## src/rtl/task_table_engine_unit_defines.svh

```systemverilog
// Assertion macros shared by the task table engine RTL.
// Depends on nothing; files that assert include it by name.
`ifndef TASK_TABLE_ENGINE_UNIT_DEFINES_SVH
`define TASK_TABLE_ENGINE_UNIT_DEFINES_SVH

// Same-cycle implication, sampled on clock and disabled while reset is high.
`define TTE_ASSERT_NOW(label, ante, cons, msg) \
   label: assert property (@(posedge clock) disable iff (reset) (ante) |-> (cons)) \
      else $error(msg);

// Next-cycle implication, sampled on clock and disabled while reset is high.
`define TTE_ASSERT_NEXT(label, ante, cons, msg) \
   label: assert property (@(posedge clock) disable iff (reset) (ante) |=> (cons)) \
      else $error(msg);

`endif

```

## src/rtl/tte_pkg.sv

```systemverilog
// Types, codes and helper functions of the task table engine.
// Depends on nothing; used by the controller, the datapath and the top level.
package tte_pkg;

   typedef enum logic [2:0] {
      CMD_CREATE       = 3'd0,
      CMD_TERMINATE    = 3'd1,
      CMD_BLOCK        = 3'd2,
      CMD_UNBLOCK      = 3'd3,
      CMD_SLEEP        = 3'd4,
      CMD_SET_PRIORITY = 3'd5,
      CMD_QUERY        = 3'd6,
      CMD_COUNT        = 3'd7
   } command_type;

   typedef enum logic [2:0] {
      ST_DONE         = 3'd0,
      ST_NOT_FOUND    = 3'd1,
      ST_TABLE_FULL   = 3'd2,
      ST_IDLE_REFUSED = 3'd3,
      ST_NO_CHANGE    = 3'd4
   } status_type;

   typedef enum logic [2:0] {
      TS_READY      = 3'd0,
      TS_RUNNING    = 3'd1,
      TS_BLOCKED    = 3'd2,
      TS_TERMINATED = 3'd3,
      TS_SLEEPING   = 3'd4
   } task_state_type;

   // What a slot walk is looking for.
   typedef enum logic [1:0] {
      MODE_FIND   = 2'd0,
      MODE_CREATE = 2'd1,
      MODE_COUNT  = 2'd2,
      MODE_IDLE   = 2'd3
   } scan_mode_type;

   typedef enum logic [1:0] {
      CS_IDLE   = 2'd0,
      CS_SCAN   = 2'd1,
      CS_FINISH = 2'd2
   } ctl_state_type;

   localparam int          PID_OUT_W   = 16;
   localparam logic [7:0]  PRIO_MAX    = 8'd3;
   localparam logic [4:0]  ACTIVE_MAX  = 5'd31;
   // floor(x / 10) == (x * DIV10_RECIP) >> DIV10_SHIFT for every 32-bit x.
   localparam logic [31:0] DIV10_RECIP = 32'hCCCC_CCCD;
   localparam int          DIV10_SHIFT = 35;

   typedef struct packed {
      logic [2:0]  command;
      logic [15:0] target_pid;
      logic [7:0]  priority_in;
      logic [15:0] parent_in;
      logic [31:0] sleep_ms;
      logic [31:0] now_tick;
   } req_payload_type;

   typedef struct packed {
      logic [2:0]  status;
      logic [15:0] result_pid;
      logic [2:0]  task_state;
      logic [7:0]  task_priority;
      logic [3:0]  task_slice;
      logic [15:0] task_parent;
      logic [31:0] wake_tick;
      logic [4:0]  active_count;
   } rsp_payload_type;

   // One table entry without its pid (the pid width is a design parameter).
   typedef struct packed {
      task_state_type state;
      logic [7:0]     prio;
      logic [3:0]     slice;
      logic [15:0]    parent;
      logic [31:0]    wake;
   } slot_entry_type;

   typedef struct packed {
      logic start;
      logic scan;
      logic finish;
   } ctl_cmd_type;

   typedef struct packed {
      logic hit;
      logic last;
   } dp_stat_type;

   function automatic logic [3:0] slice_for(input logic [7:0] prio);
      logic [3:0] slice;
      unique case (prio)
         8'd0:    slice = 4'd1;
         8'd1:    slice = 4'd2;
         8'd2:    slice = 4'd4;
         8'd3:    slice = 4'd8;
         default: slice = 4'd2;
      endcase
      return slice;
   endfunction

   // Contents of a slot that has never been written.
   function automatic slot_entry_type reset_entry(input logic is_idle_slot);
      slot_entry_type ent;
      ent          = '0;
      ent.state    = TS_READY;
      ent.slice    = is_idle_slot ? 4'd1 : 4'd0;
      return ent;
   endfunction

endpackage

```

## src/rtl/tte_chan_if.sv

```systemverilog
// Valid/ready channel carrying one payload item per handshake.
// Depends on nothing; the payload type is set where the channel is instantiated.
interface tte_chan_if #(parameter type payload_type = logic);
   logic        valid;
   logic        ready;
   payload_type payload;

   modport source (output valid, output payload, input ready);
   modport sink   (input valid, input payload, output ready);
endinterface

```

## src/rtl/tte_ctrl.sv

```systemverilog
// Controller state machine of the task table engine: accept, slot walk, finish.
// Depends on tte_pkg; drives the datapath through ctl_cmd_type.
module tte_ctrl (
   input  logic                clock,
   input  logic                reset,
   input  logic                req_valid,
   output logic                req_ready,
   output logic                rsp_valid,
   input  logic                rsp_ready,
   input  tte_pkg::dp_stat_type dp_stat,
   output tte_pkg::ctl_cmd_type ctl_cmd
);
   import tte_pkg::*;

   ctl_state_type state_ff, state_in;
   logic          rsp_vld_ff, rsp_vld_in;
   logic          rsp_free;

   assign rsp_free = !rsp_vld_ff || rsp_ready;

   always_comb begin
      state_in = state_ff;
      unique case (state_ff)
         CS_IDLE: begin
            if (req_valid) state_in = CS_SCAN;
         end
         CS_SCAN: begin
            if (dp_stat.hit || dp_stat.last) state_in = CS_FINISH;
         end
         CS_FINISH: begin
            if (rsp_free) state_in = CS_IDLE;
         end
         default: state_in = CS_IDLE;
      endcase
   end

   always_comb begin
      ctl_cmd   = '0;
      req_ready = 1'b0;
      unique case (state_ff)
         CS_IDLE: begin
            req_ready     = 1'b1;
            ctl_cmd.start = req_valid;
         end
         CS_SCAN: begin
            ctl_cmd.scan = 1'b1;
         end
         CS_FINISH: begin
            ctl_cmd.finish = rsp_free;
         end
         default: begin
            ctl_cmd = '0;
         end
      endcase
   end

   // The result register stays full until taken; a finish refills it.
   always_comb begin
      if (ctl_cmd.finish) begin
         rsp_vld_in = 1'b1;
      end else if (rsp_ready) begin
         rsp_vld_in = 1'b0;
      end else begin
         rsp_vld_in = rsp_vld_ff;
      end
   end

   assign rsp_valid = rsp_vld_ff;

   always_ff @(posedge clock) begin
      if (reset) begin
         state_ff   <= CS_IDLE;
         rsp_vld_ff <= 1'b0;
      end else begin
         state_ff   <= state_in;
         rsp_vld_ff <= rsp_vld_in;
      end
   end

endmodule

```

## src/rtl/tte_datapath.sv

```systemverilog
// Datapath of the task table engine: slot memories, walk pipeline, update and result.
// Depends on tte_pkg; steered by the controller through ctl_cmd_type.
module tte_datapath #(
   parameter int TABLE_SLOTS = 16,
   parameter int PID_BITS    = 16
) (
   input  logic                     clock,
   input  logic                     reset,
   input  tte_pkg::ctl_cmd_type     ctl_cmd,
   input  tte_pkg::req_payload_type req_payload,
   output tte_pkg::dp_stat_type     dp_stat,
   output tte_pkg::rsp_payload_type rsp_payload
);
   import tte_pkg::*;

   localparam int IdxW = (TABLE_SLOTS > 1) ? $clog2(TABLE_SLOTS) : 1;
   localparam int CntW = $clog2(TABLE_SLOTS + 1);
   localparam logic [IdxW-1:0] LastIdx = IdxW'(TABLE_SLOTS - 1);

   // Captured request.
   command_type         cmd_ff;
   scan_mode_type       mode_ff, mode_in;
   logic [PID_BITS-1:0] target_ff, target_in;
   logic [7:0]          prio_ff;
   logic [15:0]         parent_ff;
   logic [31:0]         ms_ff;
   logic [31:0]         now_ff;
   logic [28:0]         quot_ff;
   logic [63:0]         prod;

   // Slot walk.
   logic [IdxW-1:0]     issue_idx_ff;
   logic                issue_on_ff;
   logic                rd_pend_ff;
   logic [IdxW-1:0]     rd_idx_ff;
   logic [PID_BITS-1:0] rd_pid_ff;
   slot_entry_type      rd_ent_ff;
   logic                rd_vld_ff;
   logic [PID_BITS-1:0] eff_pid;
   slot_entry_type      eff_ent;
   logic                eff_live;
   logic                match;

   logic                found_ff;
   logic [IdxW-1:0]     found_idx_ff;
   logic [PID_BITS-1:0] found_pid_ff;
   slot_entry_type      found_ent_ff;
   logic [CntW-1:0]     cnt_ff;

   // Table storage.
   logic [PID_BITS-1:0] pid_mem_ff [TABLE_SLOTS];
   slot_entry_type      ent_mem_ff [TABLE_SLOTS];
   logic [TABLE_SLOTS-1:0] slot_vld_ff;
   logic [PID_BITS-1:0] pid_ctr_ff, pid_ctr_in;

   // Finish step.
   logic [PID_BITS-1:0] new_pid;
   slot_entry_type      new_ent;
   logic                wr_en;
   logic                ctr_adv;
   logic                report_en;
   rsp_payload_type     rsp_in, rsp_ff;

   assign target_in = PID_BITS'(req_payload.target_pid);

   always_comb begin
      priority case (1'b1)
         command_type'(req_payload.command) == CMD_CREATE: mode_in = MODE_CREATE;
         command_type'(req_payload.command) == CMD_COUNT:  mode_in = MODE_COUNT;
         (command_type'(req_payload.command) == CMD_TERMINATE ||
          command_type'(req_payload.command) == CMD_BLOCK) && target_in == '0:
                                                          mode_in = MODE_IDLE;
         default:                                         mode_in = MODE_FIND;
      endcase
   end

   assign prod = 64'(ms_ff) * 64'(DIV10_RECIP);

   // A slot never written reads as its reset contents.
   assign eff_pid  = rd_vld_ff ? rd_pid_ff : '0;
   assign eff_ent  = rd_vld_ff ? rd_ent_ff : reset_entry(rd_idx_ff == '0);
   assign eff_live = eff_ent.state != TS_TERMINATED;

   always_comb begin
      unique case (mode_ff)
         MODE_FIND:   match = (eff_pid == target_ff) && eff_live;
         MODE_CREATE: match = !eff_live || (eff_pid == '0);
         MODE_IDLE:   match = 1'b1;
         MODE_COUNT:  match = 1'b0;
         default:     match = 1'b0;
      endcase
   end

   assign dp_stat.hit  = rd_pend_ff && match;
   assign dp_stat.last = rd_pend_ff && (rd_idx_ff == LastIdx);

   always_ff @(posedge clock) begin
      quot_ff <= prod[63:DIV10_SHIFT];
      if (ctl_cmd.start) begin
         cmd_ff    <= command_type'(req_payload.command);
         mode_ff   <= mode_in;
         target_ff <= target_in;
         prio_ff   <= req_payload.priority_in;
         parent_ff <= req_payload.parent_in;
         ms_ff     <= req_payload.sleep_ms;
         now_ff    <= req_payload.now_tick;
         found_ff  <= 1'b0;
         cnt_ff    <= '0;
      end
      if (ctl_cmd.scan) begin
         if (issue_on_ff) begin
            rd_pid_ff <= pid_mem_ff[issue_idx_ff];
            rd_ent_ff <= ent_mem_ff[issue_idx_ff];
            rd_vld_ff <= slot_vld_ff[issue_idx_ff];
            rd_idx_ff <= issue_idx_ff;
         end
         if (rd_pend_ff && match) begin
            found_ff     <= 1'b1;
            found_idx_ff <= rd_idx_ff;
            found_pid_ff <= eff_pid;
            found_ent_ff <= eff_ent;
         end
         if (rd_pend_ff && mode_ff == MODE_COUNT && eff_pid != '0 && eff_live) begin
            cnt_ff <= cnt_ff + CntW'(1);
         end
      end
      if (ctl_cmd.finish) begin
         rsp_ff <= rsp_in;
         if (wr_en) begin
            pid_mem_ff[found_idx_ff] <= new_pid;
            ent_mem_ff[found_idx_ff] <= new_ent;
         end
      end
   end

   // Walk control, valid bits and the pid counter need a defined reset.
   always_ff @(posedge clock) begin
      if (reset) begin
         issue_idx_ff <= '0;
         issue_on_ff  <= 1'b0;
         rd_pend_ff   <= 1'b0;
         slot_vld_ff  <= '0;
         pid_ctr_ff   <= PID_BITS'(1);
      end else begin
         pid_ctr_ff <= pid_ctr_in;
         if (ctl_cmd.start) begin
            issue_idx_ff <= (mode_in == MODE_CREATE) ? IdxW'(1) : '0;
            issue_on_ff  <= 1'b1;
            rd_pend_ff   <= 1'b0;
         end else if (ctl_cmd.scan) begin
            rd_pend_ff <= issue_on_ff;
            if (issue_on_ff) begin
               if (issue_idx_ff == LastIdx) begin
                  issue_on_ff <= 1'b0;
               end else begin
                  issue_idx_ff <= issue_idx_ff + IdxW'(1);
               end
            end
         end
         if (ctl_cmd.finish && wr_en) begin
            slot_vld_ff[found_idx_ff] <= 1'b1;
         end
      end
   end

   // Pids wrap from the all-ones value back to 1, never to 0.
   always_comb begin
      pid_ctr_in = pid_ctr_ff;
      if (ctl_cmd.finish && ctr_adv) begin
         pid_ctr_in = (pid_ctr_ff == '1) ? PID_BITS'(1) : pid_ctr_ff + PID_BITS'(1);
      end
   end

   always_comb begin
      new_pid   = found_pid_ff;
      new_ent   = found_ent_ff;
      wr_en     = 1'b0;
      ctr_adv   = 1'b0;
      report_en = 1'b0;
      rsp_in    = '0;
      unique case (mode_ff)
         MODE_CREATE: begin
            if (found_ff) begin
               new_pid          = pid_ctr_ff;
               new_ent.state    = TS_READY;
               new_ent.prio     = prio_ff;
               new_ent.slice    = slice_for(prio_ff);
               new_ent.parent   = parent_ff;
               wr_en            = 1'b1;
               ctr_adv          = 1'b1;
               report_en        = 1'b1;
               rsp_in.status    = ST_DONE;
            end else begin
               rsp_in.status = ST_TABLE_FULL;
            end
         end
         MODE_COUNT: begin
            rsp_in.status       = ST_DONE;
            rsp_in.active_count = (32'(cnt_ff) > 32'(ACTIVE_MAX)) ? ACTIVE_MAX : 5'(cnt_ff);
         end
         MODE_IDLE: begin
            report_en     = 1'b1;
            rsp_in.status = ST_IDLE_REFUSED;
         end
         MODE_FIND: begin
            if (!found_ff) begin
               rsp_in.status     = ST_NOT_FOUND;
               rsp_in.result_pid = PID_OUT_W'(target_ff);
            end else begin
               report_en     = 1'b1;
               rsp_in.status = ST_DONE;
               unique case (cmd_ff)
                  CMD_TERMINATE: begin
                     new_ent.state = TS_TERMINATED;
                     wr_en         = 1'b1;
                  end
                  CMD_BLOCK: begin
                     new_ent.state = TS_BLOCKED;
                     wr_en         = 1'b1;
                  end
                  CMD_UNBLOCK: begin
                     if (found_ent_ff.state != TS_BLOCKED) begin
                        rsp_in.status = ST_NO_CHANGE;
                     end else begin
                        new_ent.state = TS_READY;
                        wr_en         = 1'b1;
                     end
                  end
                  CMD_SLEEP: begin
                     new_ent.state = TS_SLEEPING;
                     new_ent.wake  = now_ff + 32'(quot_ff) + 32'd1;
                     wr_en         = 1'b1;
                  end
                  CMD_SET_PRIORITY: begin
                     new_ent.prio  = (prio_ff > PRIO_MAX) ? PRIO_MAX : prio_ff;
                     new_ent.slice = slice_for(new_ent.prio);
                     wr_en         = 1'b1;
                  end
                  CMD_QUERY, CMD_CREATE, CMD_COUNT: begin
                     wr_en = 1'b0;
                  end
                  default: begin
                     wr_en = 1'b0;
                  end
               endcase
            end
         end
         default: begin
            rsp_in = '0;
         end
      endcase
      if (report_en) begin
         rsp_in.result_pid    = PID_OUT_W'(new_pid);
         rsp_in.task_state    = new_ent.state;
         rsp_in.task_priority = new_ent.prio;
         rsp_in.task_slice    = new_ent.slice;
         rsp_in.task_parent   = new_ent.parent;
         rsp_in.wake_tick     = new_ent.wake;
      end
   end

   assign rsp_payload = rsp_ff;

endmodule

```

## src/rtl/task_table_engine_unit.sv

```systemverilog
// Channel   | Direction | Handshake     | Item
// ----------+-----------+---------------+----------------------------------------
// req_if    | in        | valid / ready | one task table command
// rsp_if    | out       | valid / ready | one result for each command
//
// The walk over the slot memory reads one slot per cycle and limits how long an item
// takes from acceptance to its result; lookups stop at the first match, count and
// unsuccessful searches read every slot (a create skips slot 0). The next item
// is taken in the cycle after the result is committed.
// Reset is synchronous and active high; the table then reads as all slots free, with
// the idle task in slot 0, through per-slot valid bits, so no clearing pass is needed.
// A new item is accepted while the previous result still waits in the output register;
// the block only stalls at the end of a command if that register has not been taken.
//
// Top level of the task table engine.
// Depends on tte_pkg, tte_chan_if, tte_ctrl, tte_datapath and the assertion macros.
`include "task_table_engine_unit_defines.svh"

module task_table_engine_unit #(
   parameter int TABLE_SLOTS = 16,
   parameter int PID_BITS    = 16
) (
   input logic        clock,
   input logic        reset,
   tte_chan_if.sink   req_if,
   tte_chan_if.source rsp_if
);
   import tte_pkg::*;

   ctl_cmd_type ctl_cmd;
   dp_stat_type dp_stat;
   logic        req_ready;
   logic        rsp_valid;

   // The controller sequences each command: it accepts an item, lets the datapath
   // walk the slots until a hit or the last slot, then commits the update and the
   // result in the same cycle once the output register is free.
   tte_ctrl u_ctrl (
      .clock     (clock),
      .reset     (reset),
      .req_valid (req_if.valid),
      .req_ready (req_ready),
      .rsp_valid (rsp_valid),
      .rsp_ready (rsp_if.ready),
      .dp_stat   (dp_stat),
      .ctl_cmd   (ctl_cmd)
   );

   // The datapath holds the slot memories, the pid counter, the read pipeline of the
   // walk, and the output register that carries the result item.
   tte_datapath #(
      .TABLE_SLOTS (TABLE_SLOTS),
      .PID_BITS    (PID_BITS)
   ) u_datapath (
      .clock       (clock),
      .reset       (reset),
      .ctl_cmd     (ctl_cmd),
      .req_payload (req_if.payload),
      .dp_stat     (dp_stat),
      .rsp_payload (rsp_if.payload)
   );

   assign req_if.ready = req_ready;
   assign rsp_if.valid = rsp_valid;

   // A result is only committed when the output register can take it.
   `TTE_ASSERT_NOW(a_finish_when_free, ctl_cmd.finish, !rsp_valid || rsp_if.ready, "overwrite")
   // A committed result is offered on the next cycle.
   `TTE_ASSERT_NEXT(a_finish_shows, ctl_cmd.finish, rsp_valid, "committed result not offered")
   // After accepting an item the block works on it and takes no second one at once.
   `TTE_ASSERT_NEXT(a_one_at_a_time, req_if.valid && req_ready, !req_ready, "second item taken")
   // A waiting result stays offered and unchanged until it is taken.
   `TTE_ASSERT_NEXT(a_rsp_held, rsp_valid && !rsp_if.ready, rsp_valid && $stable(rsp_if.payload), "result changed while waiting")

endmodule
```

## src/flat_wrapper.sv

```systemverilog
// flat-port wrapper written by rule: the top's interface ports become plain ports
module task_table_engine_unit_flat import tte_pkg::*;
#(
   parameter int TABLE_SLOTS = 16,
   parameter int PID_BITS    = 16
)
  (clock, reset, req_if_valid, req_if_payload, req_if_ready, rsp_if_valid, rsp_if_payload, rsp_if_ready);
  tte_chan_if req_if_i ();
  tte_chan_if rsp_if_i ();
  input logic clock;
  input logic reset;
  input wire logic [$bits(req_if_i.valid)-1:0] req_if_valid;
  input wire logic [$bits(req_if_i.payload)-1:0] req_if_payload;
  output wire logic [$bits(req_if_i.ready)-1:0] req_if_ready;
  output wire logic [$bits(rsp_if_i.valid)-1:0] rsp_if_valid;
  output wire logic [$bits(rsp_if_i.payload)-1:0] rsp_if_payload;
  input wire logic [$bits(rsp_if_i.ready)-1:0] rsp_if_ready;
  assign req_if_i.valid = req_if_valid;
  assign req_if_i.payload = req_if_payload;
  assign req_if_ready = req_if_i.ready;
  assign rsp_if_valid = rsp_if_i.valid;
  assign rsp_if_payload = rsp_if_i.payload;
  assign rsp_if_i.ready = rsp_if_ready;
  task_table_engine_unit #(.TABLE_SLOTS(TABLE_SLOTS), .PID_BITS(PID_BITS)) u_core (.clock(clock), .reset(reset), .req_if(req_if_i), .rsp_if(rsp_if_i));
endmodule
```

## config.mk

```make
export PLATFORM = sky130hd
export DESIGN_NAME = task_table_engine_unit_flat
export DESIGN_NICKNAME = d
export VERILOG_FILES = /design/src/rtl/tte_pkg.sv /design/src/rtl/tte_chan_if.sv /design/src/rtl/tte_ctrl.sv /design/src/rtl/tte_datapath.sv /design/src/rtl/task_table_engine_unit.sv /design/src/flat_wrapper.sv
export VERILOG_INCLUDE_DIRS = /design/src /design/src/rtl
export SDC_FILE = /design/constraint.sdc
export NUM_CORES = 1
export LEC_CHECK = 0
export ABC_AREA = 1
export BUFFER_PORTS_ARGS = -buffer_cell sky130_fd_sc_hd__buf_4
export CAP_MARGIN = 20
export CORE_AREA = 10 10 272 274
export CTS_CLUSTER_DIAMETER = 150
export DETAILED_ROUTE_END_ITERATION = 8
export DIE_AREA = 0 0 282 284
export PLACE_DENSITY = 0.45
export SLEW_MARGIN = 10
export SYNTH_ARGS = -nofsm -noshare
export SYNTH_HDL_FRONTEND = slang
export SYNTH_SLANG_ARGS = --single-unit
export TNS_END_PERCENT = 100
```

## constraint.sdc

```tcl
create_clock -name clock -period 4.5 [get_ports clock]
set_input_delay 0 -clock clock [delete_from_list [all_inputs] [get_ports clock]]
set_output_delay 0 -clock clock [all_outputs]
set_load 0.01 [all_outputs]
```

# Word-level counts from Yosys, hierarchy flattened
# Memory sizes are Yosys's and may differ from the RTL's. A register that Yosys moved wholly into a read port is not among the register bits.
# Index checks and enable logic that the tools add are counted.
[op_classes]
addsub = 2
n_lt_le_gt_ge = 3
eq_ne = 10
muxes = 35
bitwise = 2
reduce_logical = 21
[ops]
columns = ["operator", "n"]
rows = [
  ["63-bit 2-to-1 mux", 1],
  ["16-bit 2-to-1 mux", 3],
  ["31-bit 2-to-1 mux", 1],
  ["1-bit 2-to-1 mux", 24],
  ["16-bit by 1-bit adder with 16-bit output (second input constant)", 1],
  ["16-bit == test (second input constant)", 1],
  ["16-bit zero test", 1],
  ["16-bit OR", 1],
  ["4-bit by 5-bit < comparator with 1-bit output (second input constant)", 2],
  ["3-bit AND reduction", 3],
  ["4-bit == test (second input constant)", 2],
  ["2-bit 2-to-1 mux", 3],
  ["2-bit inequality test (second input constant)", 3],
  ["2-bit one-hot mux with 3 select lines", 1],
  ["2-bit nonzero test", 3],
  ["4-bit by 1-bit adder with 4-bit output (second input constant)", 1],
  ["1-bit binary-select mux with 4-bit select", 1],
  ["1-bit demux with 4-bit select", 1],
  ["4-bit by 1-bit >= comparator with 1-bit output (second input constant)", 1],
  ["1-bit logical AND", 4],
  ["4-bit zero test", 1],
  ["2-bit AND reduction", 2],
  ["1-bit logical OR", 3],
  ["3-bit by 2-bit inequality test with 1-bit output (second input constant)", 1],
  ["7 further kinds", 8],
]
[totals]
ff_bits = 130
ramBits = 1264
input_bits = 5
out_inout_bits = 3
word_cells = 93
memories = 2
[mem_list]
columns = ["name", "depth", "width", "rd", "rd_clocked_by_memory_dff", "write_ports", "line_no", "text"]
rows = [
  ["u_core.u_datapath.ent_mem_ff", 16, 63, 1, 1, 1, "tte_datapath.sv:52", "slot_entry_type ent_mem_ff [TABLE_SLOTS];"],
  ["u_core.u_datapath.pid_mem_ff", 16, 16, 1, 1, 1, "tte_datapath.sv:51", "logic [PID_BITS-1:0] pid_mem_ff [TABLE_SLOTS];"],
]

# Longest topological paths before layout
[logic_depth]
depth_word = 10
ltp_mapped = 11
ltp_nobuf = 11

# Modules after synthesis
# A second synthesis with hierarchy kept.
[unflattened]
hier_cells = 7631
hier_area_um2 = 86437.9
[modules_own_cells]
columns = ["module", "instances", "cells_each", "area_each_um2", "seq_area_each_um2"]
rows = [
  ["tte_datapath", 1, 7606, 86264.0, 50318.3],
  ["tte_ctrl", 1, 24, 170.2, 60.1],
  ["task_table_engine_unit", 1, 1, 3.8, 0.0],
]

# Worst setup path before layout
# No wires, ideal clock.
[synth_timing]
path_type = "flip-flop to flip-flop"
from = "register u_core.u_datapath.rd_vld_ff"
to = "register u_core.u_datapath.found_ent_ff[60] (netlist name) (enable)"
setup_time_ns = 0.403
arrival_time_ns = 1.890
required_ns = 4.097
slack_ns = 2.207
path_stages_with_launch = 7
n_path_buf = 1
period_less_slack_ns = 2.293
cell_sequence = "edfxtp_1 buf_2 nand2_1 nand3_1 nand2_1 nand2_1 nor2_1"
[synth_between]
elab_chain_cells = 6
word_cells_on_any_way = 8
classes_between = "eq/ne: 1; mux: 2; reduce/logical: 5"
[synth_lines]
columns = ["element", "line_no", "text"]
rows = [
  ["start: declaration", "tte_datapath.sv:38", "logic rd_vld_ff;"],
  ["start signal: assignment", "tte_datapath.sv:114", "rd_vld_ff <= slot_vld_ff[issue_idx_ff];"],
  ["63-bit 2-to-1 mux", "tte_datapath.sv:81", "assign eff_ent = rd_vld_ff ? rd_ent_ff : reset_entry(rd_idx_ff == '0);"],
  ["3-bit by 2-bit inequality test with 1-bit output", "tte_datapath.sv:82", "assign eff_live = eff_ent.state != TS_TERMINATED;"],
  ["1-bit zero test", "tte_datapath.sv:87", "MODE_CREATE: match = !eff_live || (eff_pid == '0);"],
  ["1-bit logical OR (*)", "tte_datapath.sv:87", ""],
  ["1-bit logical AND (*)", "tte_datapath.sv:117", "if (rd_pend_ff && match) begin"],
  ["2-bit AND reduction (no source line) (*)", "--", ""],
  ["end signal: assignment", "tte_datapath.sv:121", "found_ent_ff <= eff_ent;"],
  ["end: declaration", "tte_datapath.sv:47", "slot_entry_type found_ent_ff;"],
]
# Every way passes the cells marked *; elsewhere a longest branch is shown, timed or not.
# A chain may end at the register's enable or synchronous reset.

# Worst setup path in the final report
[layout_timing]
from = "register u_core.u_datapath.issue_idx_ff[1]"
to = "register u_core.u_datapath.issue_idx_ff[0]"
[layout_between]
elab_chain_cells = 3
[layout_lines]
columns = ["element", "line_no", "text"]
rows = [
  ["start: declaration", "tte_datapath.sv:32", "logic [IdxW-1:0] issue_idx_ff;"],
  ["start signal: assignment", "tte_datapath.sv:147", "issue_idx_ff <= (mode_in == MODE_CREATE) ? IdxW'(1) : '0;"],
  ["start signal: assignment", "tte_datapath.sv:156", "issue_idx_ff <= issue_idx_ff + IdxW'(1);"],
  ["4-bit == test", "tte_datapath.sv:153", "if (issue_idx_ff == LastIdx) begin"],
  ["2-bit by 1-bit inequality test with 1-bit output (no source line)", "--", ""],
  ["3-bit AND reduction (no source line)", "--", ""],
]
# No other way between the ends.

==> impl_metrics.toml <==
[logic_synthesis]
synth_ff_type = "edfxtp_1"
synth-simple-area-share_pct = 11.5
seq_area_frac_synth_pct = 73.0
synth_xor_area_share_pct = 0.506
ys_warn_count = 0
synth_nets = 1277
ys_seq_elements = 393
syn_area_per_cell_um2 = 12.3
syn_inst = 1270
ys_types = 38
synthMuxAreaShare_pct = 0
synth_enable_flop_cells = 351
synth_compound_area_share_pct = 10.9
synth_top_family_by_area = "simple AND/OR/NAND/NOR gates"
syn-cell-area_mm2 = 0.0156
ys_async_sr_fraction_pct = 0
yosys.area_share.adder_pct = 0.161

[worst_setup_path]
required_ns = 4.95
criticalPathCategory = "register to register"
r2r_setup_slack_ns = 1.58
end_kind = "register"
worstReg2RegStart = "u_core.u_datapath.issue_idx_ff[1]"
crit_arrival_ns = 3.37
critPathLaunch = "u_core.u_datapath.issue_idx_ff[1]"
start_kind = "register"
crit_path_max_fanout = 48

[sta]
hold_slack_ns = 0.352
setup_tns_ns = 0
finalHoldViolations = 0
period_share_pct = 64.8
slew-limit-headroom_pct = 28.6
finalSetupViolCount = 0
rsz0062_at_grt = "no"
fmax_mhz = 343
final-max-slew-violation-count = 0
max_slew.worst_pin.slew_ns = 1.07
clock_skew_ns = 0.0130
min_period_ns = 2.92

[floorplan]
initial_core_util_pct = 22.8
num_io_pins = 8
dieArea_mm2 = 0.0801
die_h_um = 284
die_w_um = 282
fp.coreArea_mm2 = 0.0683
rows = 96

[global_route]
grt_pass1_vias = 9624
grt_pass1_wl_mm = 62.7
antenna_found_initial = 0
overflow = 0
grt_max_degree = 87
grt.total_usage_pct = 10.4

[placed_design]
io_buffers = 5
gp_congestion = 0.786
dp.final_hpwl_mm = 22.1
dpl.cell_count = 2117
postPlaceCellArea_mm2 = 0.0167

[routing]
viasPerCell = 4.40
routed_wire_length_per_instance_um = 19.1
wirelength_mm = 42.0
dr_total_vias = 9694
antenna_left = 0
drtIter0Drc = 802
drc = 0
first_pass_iters = 5

[hold_path]
min_path_type = "primary input to register"
min_from = "rsp_if_ready"

[cells_and_area]
final_cell_mix = "edfxtp_1 (351), nor2_1 (217), o21ai_0 (184), nand2_1 (118), inv_1 (67)"
instances_no_fill = 2205
design_area_mm2 = 0.0181
drive_gt1_share_pct = 10.9
num_antenna_cells = 0
final_net_count = 1295
syn_to_final_growth_pct = 16.5
final_common_cell = "edfxtp_1"

[cts]
cts.sinks = 393
htreeDepth = 2
cts_inserted_buffers = 44
cts-root-buf = "clkbuf_16"
clk_pin_slew_worst_paths_ns = 0.06
clk_latency_ns = 0.57
postCtsSetupBuffers = 0
cts_buffer_depth = 3
cts_tree = "done"

[pwr]
fin_total_pwr_mw = 7.76
peakVddDrop_mv = 0.247
leakage_nw = 5.95
power_per_cell_area_mw_per_mm2 = 427

[job]
drv_cap = 0

[run_status]
status = "completed"
[worst max-delay path, cell delays in order, from the launching register on]
cell           delay (ns)
dfxtp_2              0.33
buf_4                0.43
buf_4                0.59
ha_1                 0.28
inv_1                0.05
nor2_1               0.10
inv_1                0.06
nand2_1              0.15
xor2_1               0.16
a21oi_1              0.07
dlygate4sd3_1        0.56
[power breakdown]
part | switching, mW | internal, mW
combinational | 0.287 | 0.117
sequential | 0.0228 | 3.94
clock | 1.44 | 1.94
total | 1.75 | 6.00
[cell usage after synthesis (all sizes together), types with 2 or more instances]
cell | instances | area share (%)
a211oi | 2 | 0.096
a21oi | 14 | 0.45
a31oi | 2 | 0.080
buf | 25 | 0.90
clkbuf | 49 | 1.2
dfxtp | 42 | 5.4
edfxtp | 351 | 68
ha | 2 | 0.16
inv | 71 | 1.7
nand2 | 122 | 3.1
nand3 | 48 | 1.7
nand4 | 5 | 0.20
nor2 | 236 | 6.0
nor3 | 9 | 0.43
o211ai | 9 | 0.43
o21a | 2 | 0.096
o21ai | 189 | 6.1
o221ai | 31 | 1.7
o22ai | 48 | 1.9
xor2 | 8 | 0.45
[routing by layer]
metal  up-vias  routed length [um]  global-route usage (%)
li1       4605                   -                       -
met1      4850               19500                    14.0
met2       182               19800                    16.7
met3        57                1730                    1.65
met4         0                1020                    3.49
met5         -                   0                       0
[worst paths after layout]
check                                      endpoint  cells past startpoint
hold / removal              u_core.u_ctrl.rsp_valid                      4
hold reg to reg   u_core.u_datapath.found_idx_ff[0]                      0
setup reg to reg  u_core.u_datapath.issue_idx_ff[0]                     10
setup / recovery  u_core.u_datapath.issue_idx_ff[0]                     10
[metrics by stage]
step / util [%] / setup slack [ns]
finish: 26.6 / 1.58
global placement: 24.5 / 1.76
global route: 26.6 / 1.36
detailed placement: 24.5 / 1.72
CTS: 26.5 / 1.58
floorplan: - / 2.21
[cells by family (layout without fill, tap and decap cells)]
group | Yosys count | count (layout)
XOR/XNOR | 9 | 9
AND/OR/NAND/NOR | 422 | 422
other | 1 | 1
flip-flops | 393 | 393
AO/OA/AOI/OAI | 297 | 297
adder cells (fa/ha/maj) | 2 | 2
buffers and inverters | 146 | 199
[cell type report]
type                    instances  area, um^2
repair buffers                 46         380
fillers                      7021       50200
well taps                     882        1100
inverters                      72         275
multi-input cells             731        3650
clock buffers                  57        1200
clock inverters                24         149
flip-flops and latches        393       11400
[sequential cells by signal, indices dropped and copies added (netlist names), 2 cells and up]
signal                          cells
u_core.u_datapath.slot_vld_ff      16
u_core.u_datapath.rd_ent_ff         3
u_core.u_datapath.pid_mem_ff      256
u_core.u_datapath.pid_ctr_ff       16
u_core.u_datapath.ent_mem_ff       48
u_core.u_datapath.issue_idx_ff      4
u_core.u_ctrl.state_ff              2
u_core.u_datapath.found_idx_ff      4
u_core.u_datapath.rd_idx_ff         4
u_core.u_datapath.found_ent_ff      3
u_core.u_datapath.rd_pid_ff        16
u_core.u_datapath.found_pid_ff     16
[what timing repair did]
item                      CTS  global route
hold buffers                4             0
gates resized for setup     0             0
hold endpoints to repair   32             0
Power figures use the tool's default switching activity.
